[config.mk]
export PLATFORM = sky130hd
export DESIGN_NAME = mbd_position
export DESIGN_NICKNAME = d
export VERILOG_FILES = /design/src/hw/rtl/mipmap_box_downsample_unit_defines.svh /design/src/hw/rtl/mbd_pkg.sv /design/src/hw/rtl/mbd_position.sv
export SDC_FILE = /design/constraint.sdc
export NUM_CORES = 1
export LEC_CHECK = 0
export ABC_AREA = 1
export ABC_CLOCK_PERIOD_IN_PS = 2400
export BUFFER_PORTS_ARGS = -buffer_cell sky130_fd_sc_hd__clkbuf_2
export CAP_MARGIN = 10
export CELL_PAD_IN_SITES_DETAIL_PLACEMENT = 1
export CELL_PAD_IN_SITES_GLOBAL_PLACEMENT = 1
export CORE_UTILIZATION = 44
export DETAILED_ROUTE_END_ITERATION = 8
export PLACE_DENSITY_LB_ADDON = 0.1
export SKIP_LAST_GASP = 1
export SLEW_MARGIN = 0
export SYNTH_ARGS = -nofsm -noshare
export SYNTH_HDL_FRONTEND = slang
export SYNTH_SLANG_ARGS = --single-unit
[constraint.sdc]
create_clock -name clk_i -period 2.4 [get_ports clk_i]
set_input_delay 0.24 -clock clk_i [delete_from_list [all_inputs] [get_ports clk_i]]
set_output_delay 0.24 -clock clk_i [all_outputs]
set_load 0.05 [all_outputs]
[src/hw/rtl/mipmap_box_downsample_unit_defines.svh]
// Assertion macros shared by the mipmap box downsample RTL.
`ifndef MIPMAP_BOX_DOWNSAMPLE_UNIT_DEFINES_SVH
`define MIPMAP_BOX_DOWNSAMPLE_UNIT_DEFINES_SVH

// Same-cycle implication, disabled while reset is asserted.
`define MBD_ASSERT_IMPLIES(label, clk, rst_n, ante, cons, msg) \
  label: assert property (@(posedge clk) disable iff (!(rst_n)) (ante) |-> (cons)) \
    else $error(msg);

// Next-cycle implication, disabled while reset is asserted.
`define MBD_ASSERT_NEXT(label, clk, rst_n, ante, cons, msg) \
  label: assert property (@(posedge clk) disable iff (!(rst_n)) (ante) |=> (cons)) \
    else $error(msg);

`endif

[src/hw/rtl/mbd_pkg.sv]
// Types and constants shared by the mipmap box downsample unit.
package mbd_pkg;

  localparam int MAX_SIZE_LOG2 = 11;
  localparam int CNT_W         = MAX_SIZE_LOG2;
  localparam int LINE_AW       = MAX_SIZE_LOG2 - 1;
  localparam int LINE_DEPTH    = 1 << LINE_AW;
  localparam int CFG_W         = 4;
  localparam int SUM_W         = 9;

  typedef logic [CNT_W-1:0]   cnt_t;
  typedef logic [LINE_AW-1:0] slot_t;
  typedef logic [SUM_W-1:0]   sum_t;

  typedef struct packed {
    logic [7:0] src_alpha;
    logic [7:0] src_blue;
    logic [7:0] src_green;
    logic [7:0] src_red;
  } src_pixel_t;

  typedef struct packed {
    logic       last_of_level;
    logic [7:0] dst_alpha;
    logic [7:0] dst_blue;
    logic [7:0] dst_green;
    logic [7:0] dst_red;
  } dst_pixel_t;

  // One line buffer entry: horizontal pair sums of an even row plus top-left alpha.
  typedef struct packed {
    logic [7:0] alpha;
    sum_t       sum_blue;
    sum_t       sum_green;
    sum_t       sum_red;
  } line_entry_t;

  // Where the pixel being accepted sits in the source level.
  typedef struct packed {
    logic  col_odd;
    logic  row_odd;
    slot_t slot;
    logic  last_pixel;
  } pos_t;

endpackage

[src/hw/rtl/mbd_position.sv]
// Column and row counters of the source level, with the configured size.
module mbd_position (
  input  logic                       clk_i,
  input  logic                       rst_ni,
  input  logic                       cfg_we_i,
  input  logic [mbd_pkg::CFG_W-1:0]  cfg_wdata_i,
  input  logic                       advance_i,
  output mbd_pkg::pos_t              pos_o
);
  import mbd_pkg::*;

  cnt_t              col_q, col_d;
  cnt_t              row_q, row_d;
  cnt_t              last_idx_q, last_idx_d;
  logic [CFG_W-1:0]  size_lg;
  logic [CNT_W:0]    side_full;
  logic              col_end;
  logic              row_end;

  // Out-of-range sizes are clamped to the supported range.
  always_comb begin
    if (cfg_wdata_i == '0) begin
      size_lg = CFG_W'(1);
    end else if (cfg_wdata_i > CFG_W'(MAX_SIZE_LOG2)) begin
      size_lg = CFG_W'(MAX_SIZE_LOG2);
    end else begin
      size_lg = cfg_wdata_i;
    end
    side_full  = ({{CNT_W{1'b0}}, 1'b1} << size_lg) - {{CNT_W{1'b0}}, 1'b1};
    last_idx_d = side_full[CNT_W-1:0];
  end

  assign col_end = (col_q >= last_idx_q);
  assign row_end = (row_q >= last_idx_q);

  always_comb begin
    col_d = col_q;
    row_d = row_q;
    if (cfg_we_i) begin
      col_d = '0;
      row_d = '0;
    end else if (advance_i) begin
      if (col_end) begin
        col_d = '0;
        row_d = row_end ? '0 : row_q + CNT_W'(1);
      end else begin
        col_d = col_q + CNT_W'(1);
      end
    end
  end

  always_ff @(posedge clk_i or negedge rst_ni) begin
    if (!rst_ni) begin
      col_q      <= '0;
      row_q      <= '0;
      last_idx_q <= '1;
    end else begin
      col_q <= col_d;
      row_q <= row_d;
      if (cfg_we_i) begin
        last_idx_q <= last_idx_d;
      end
    end
  end

  assign pos_o.col_odd    = col_q[0];
  assign pos_o.row_odd    = row_q[0];
  assign pos_o.slot       = col_q[CNT_W-1:1];
  assign pos_o.last_pixel = col_end && row_end;

endmodule

==> metrics.yaml <==
floorplan:
  placeable_area_um2: 5510
  effective_utilization_at_floorplan: 0.458
  rows: 27
  num_ports: 21
  die_h_um: 77.7
  design.die.area_um2: 6040
  die_x_um: 77.7
worst_setup_path:
  required_ns: 2.16
  worstRegToRegCells: 11
  critPathArrivalTime_ns: 2.04
  biggest_cell_delay_along_the_critical_path_ns: 0.52
  critical_path_depth: 9
  cp_max_fo: 5
  cell_at_the_slowest_stage_of_the_critical_path: "sky130_fd_sc_hd__dfstp_2"
  worstPathBufferInverterCount: 3
  critical-path-top-cell-by-count: "sky130_fd_sc_hd__inv_1"
  cp-start-kind: "register"
  worst_setup_path_end_kind: "output pin"
  timing.setup.critical_path_class: "register to output pin"
  cell_chain_critical_path: "inv_1 -> ha_1 -> nand2_2 -> inv_1 -> a21oi_2 -> o21ai_2 -> nor2_4 -> nor2_2 -> buf_6"
  critical-path-top-delay-family: "flip-flops"
hold_path:
  min_path_type: "input pin to async pin"
synth:
  synth.yosys.warnings: 0
  ys_seq_area_frac: 0.333
  synth_cell_type_count: 31
  synth_seq_cells: 33
  postSynthNetCount: 387
  syn_avg_cell_area_um2: 7.13
  post_synth_inst_count: 354
  synth_area_um2: 2520
clock_tree:
  cts-root-buf: "sky130_fd_sc_hd__clkbuf_8"
  cts-root-to-sink-buffers: 2
  tritoncts_clock_tree: "built"
  clock_insertion_delay_worst_skew_ns: 0.29
  cts.sink_count: 33
  cts_htree_levels: 2
  worst_setup_hold_path_clk_slew_ns: 0.07
  cts_made_buffers: 5
sta:
  fin_crit_sh: 0.951
  timing.fmax_mhz: 438
  setup_viol_count_final: 0
  worst_clock_skew_ns: 0.0103
  worstMarginPinSlew_ns: 0.868
  fin_setup_tns_ns: 0
  relSlewSlack: 0.421
  grt_setup_unrepaired: "no"
  drv_slew: 0
  final.min_clock_period_ns: 2.28
  hold-worst-slack_ns: 0.0525
  hold_violations: 0
status:
  outcome: "complete, no violations"
routing:
  vias_per_cell: 5.09
  route.final.wire_length_mm: 6.61
  antenna_left: 0
  drt_iter0_markers: 54
  num_vias: 2309
  routed_wire_length_per_instance_um: 14.6
  route.detailed.drc: 0
  drt_pre_antenna_iters: 4
global_routing:
  first_global_vias: 2376
  gr-total-overflow: 0
  antenna_found_initial: 0
  grt_first_pass_wirelength_mm: 11.4
  pin_count_of_the_biggest_net_entering_global_routing: 34
  global_route.usage.total: 0.246
cells_and_area:
  final_layout_size_suffix_gt1_frac: 0.160
  mostFrequentLayoutCell: "sky130_fd_sc_hd__nand2_1"
  final_cell_mix: "113 x sky130_fd_sc_hd__nand2_1, 51 x sky130_fd_sc_hd__inv_1, 41 x sky130_fd_sc_hd__nor2_1"
  finalCoreUtilization: 0.514
  nets: 414
  syn_to_final_growth_pct: 12.1
  antennaDiodeCount: 0
job:
  max_cap_violations: 0
power_and_ir_drop:
  power.ir.vdd_worst_mv: 0.335
  power_density_nw_per_um2: 543
  static-leakage-power_uw: 0.00156
place:
  dp_hpwl_mm: 5.16
  port-buffer-count: 20
  place.gp.congestion: 0.792
## sequential cells by signal, indices dropped and copies added (netlist names)
| signal | cells |
|---|---|
| col_q | 11 |
| last_idx_q | 11 |
| row_q | 11 |
## synth_stat cells
cell,number,area [µm²]
sky130_fd_sc_hd__xor2_1,10,87.6
sky130_fd_sc_hd__nand3b_1,2,15.0
sky130_fd_sc_hd__nor3_1,3,15.0
sky130_fd_sc_hd__nand2_2,6,37.5
sky130_fd_sc_hd__o21ai_2,1,8.76
sky130_fd_sc_hd__nor4_1,1,6.26
sky130_fd_sc_hd__a21o_1,2,15.0
sky130_fd_sc_hd__o22ai_1,4,25.0
sky130_fd_sc_hd__nor2_1,42,158
sky130_fd_sc_hd__nor2_4,2,22.5
sky130_fd_sc_hd__buf_2,1,5.00
sky130_fd_sc_hd__clkinv_1,2,7.51
sky130_fd_sc_hd__a21oi_1,6,30.0
sky130_fd_sc_hd__ha_1,25,313
sky130_fd_sc_hd__nor2_2,3,18.8
sky130_fd_sc_hd__dfstp_2,11,289
sky130_fd_sc_hd__a2bb2oi_1,1,8.76
sky130_fd_sc_hd__buf_6,4,45.0
sky130_fd_sc_hd__buf_4,2,15.0
sky130_fd_sc_hd__o21bai_4,1,18.8
sky130_fd_sc_hd__inv_1,51,191
sky130_fd_sc_hd__or2_2,1,6.26
sky130_fd_sc_hd__nand3_1,15,75.1
sky130_fd_sc_hd__nand4_1,6,37.5
sky130_fd_sc_hd__dfrtp_1,22,551
sky130_fd_sc_hd__o21bai_1,2,15.0
sky130_fd_sc_hd__xnor2_1,2,17.5
sky130_fd_sc_hd__nand2_1,113,424
sky130_fd_sc_hd__o21ai_0,11,55.1
sky130_fd_sc_hd__a31oi_1,1,6.26
sky130_fd_sc_hd__conb_1,1,3.75
## power by group
| group | leakage [µW] | internal (µW) | switching, µW |
|---|---|---|---|
| sequential | 0.000419 | 607 | 47.8 |
| clock | 0.0000585 | 339 | 213 |
| combinational | 0.00109 | 111 | 221 |
## timing repair
item                                    4_1_cts  5_1_grt
hold buffers                                  0        0
hold endpoints to repair                      0        0
setup buffers                                 0        0
endpoints found under the setup margin        1        1
gates resized for setup                       2        3
pin swaps                                     0        1
## path summary, 6_finish.rpt
path	start	slack [ns]	to
min in group clk_i	cfg_wdata_i[1]	0.22	last_idx_q[5]
setup / recovery	last_idx_q[10]	0.12	pos_o[0]
hold / removal	rst_ni	0.05	col_q[8]
setup reg to reg	last_idx_q[10]	0.17	row_q[6]
max in group asynchronous	rst_ni	1.80	row_q[9]
hold reg to reg	last_idx_q[1]	0.49	last_idx_q[1]
## layer usage
layer / GRT usage / share of wire
met5: 0 / 0
met4: 0.0755 / 0.016
met3: 0.0424 / 0.023
met2: 0.412 / 0.48
met1: 0.322 / 0.48
## stage by stage
step / instances / total power (µW) / setup slack [ns] / area [µm²]
floorplan: 354 / 890 / 0.0653 / 2520
global placement: 446 / 977 / 0.250 / 2700
detailed placement: 446 / 993 / 0.183 / 2700
CTS: 454 / 1550 / 0.0222 / 2820
global route: 454 / 1620 / 0.00671 / 2830
finish: 454 / 1540 / 0.117 / 2830
## area by class of cell
cell class              instances  area (µm²)
well taps                      72        90.1
clock inverters                 1        30.0
clock buffers                   7        86.3
repair buffers                 27         159
fillers                       730        2680
inverters                      53         199
multi-input cells             261        1430
flip-flops and latches         33         840
## kinds of logic (layout without fill, tap and decap cells)
| family | count (synthesis) | after routing | synth area share |
|---|---|---|---|
| DFF | 33 | 33 | 0.333 |
| AOI/OAI and AO/OA | 29 | 29 | 0.0724 |
| and+or+nand+nor | 194 | 194 | 0.323 |
| buffers and inverters | 60 | 88 | 0.105 |
| adders and majority gates | 25 | 25 | 0.124 |
| xor gates and xnor gates | 12 | 12 | 0.0416 |
| other | 1 | 1 | 0.00149 |
Note: power is estimated with default switching activity, not from simulation.
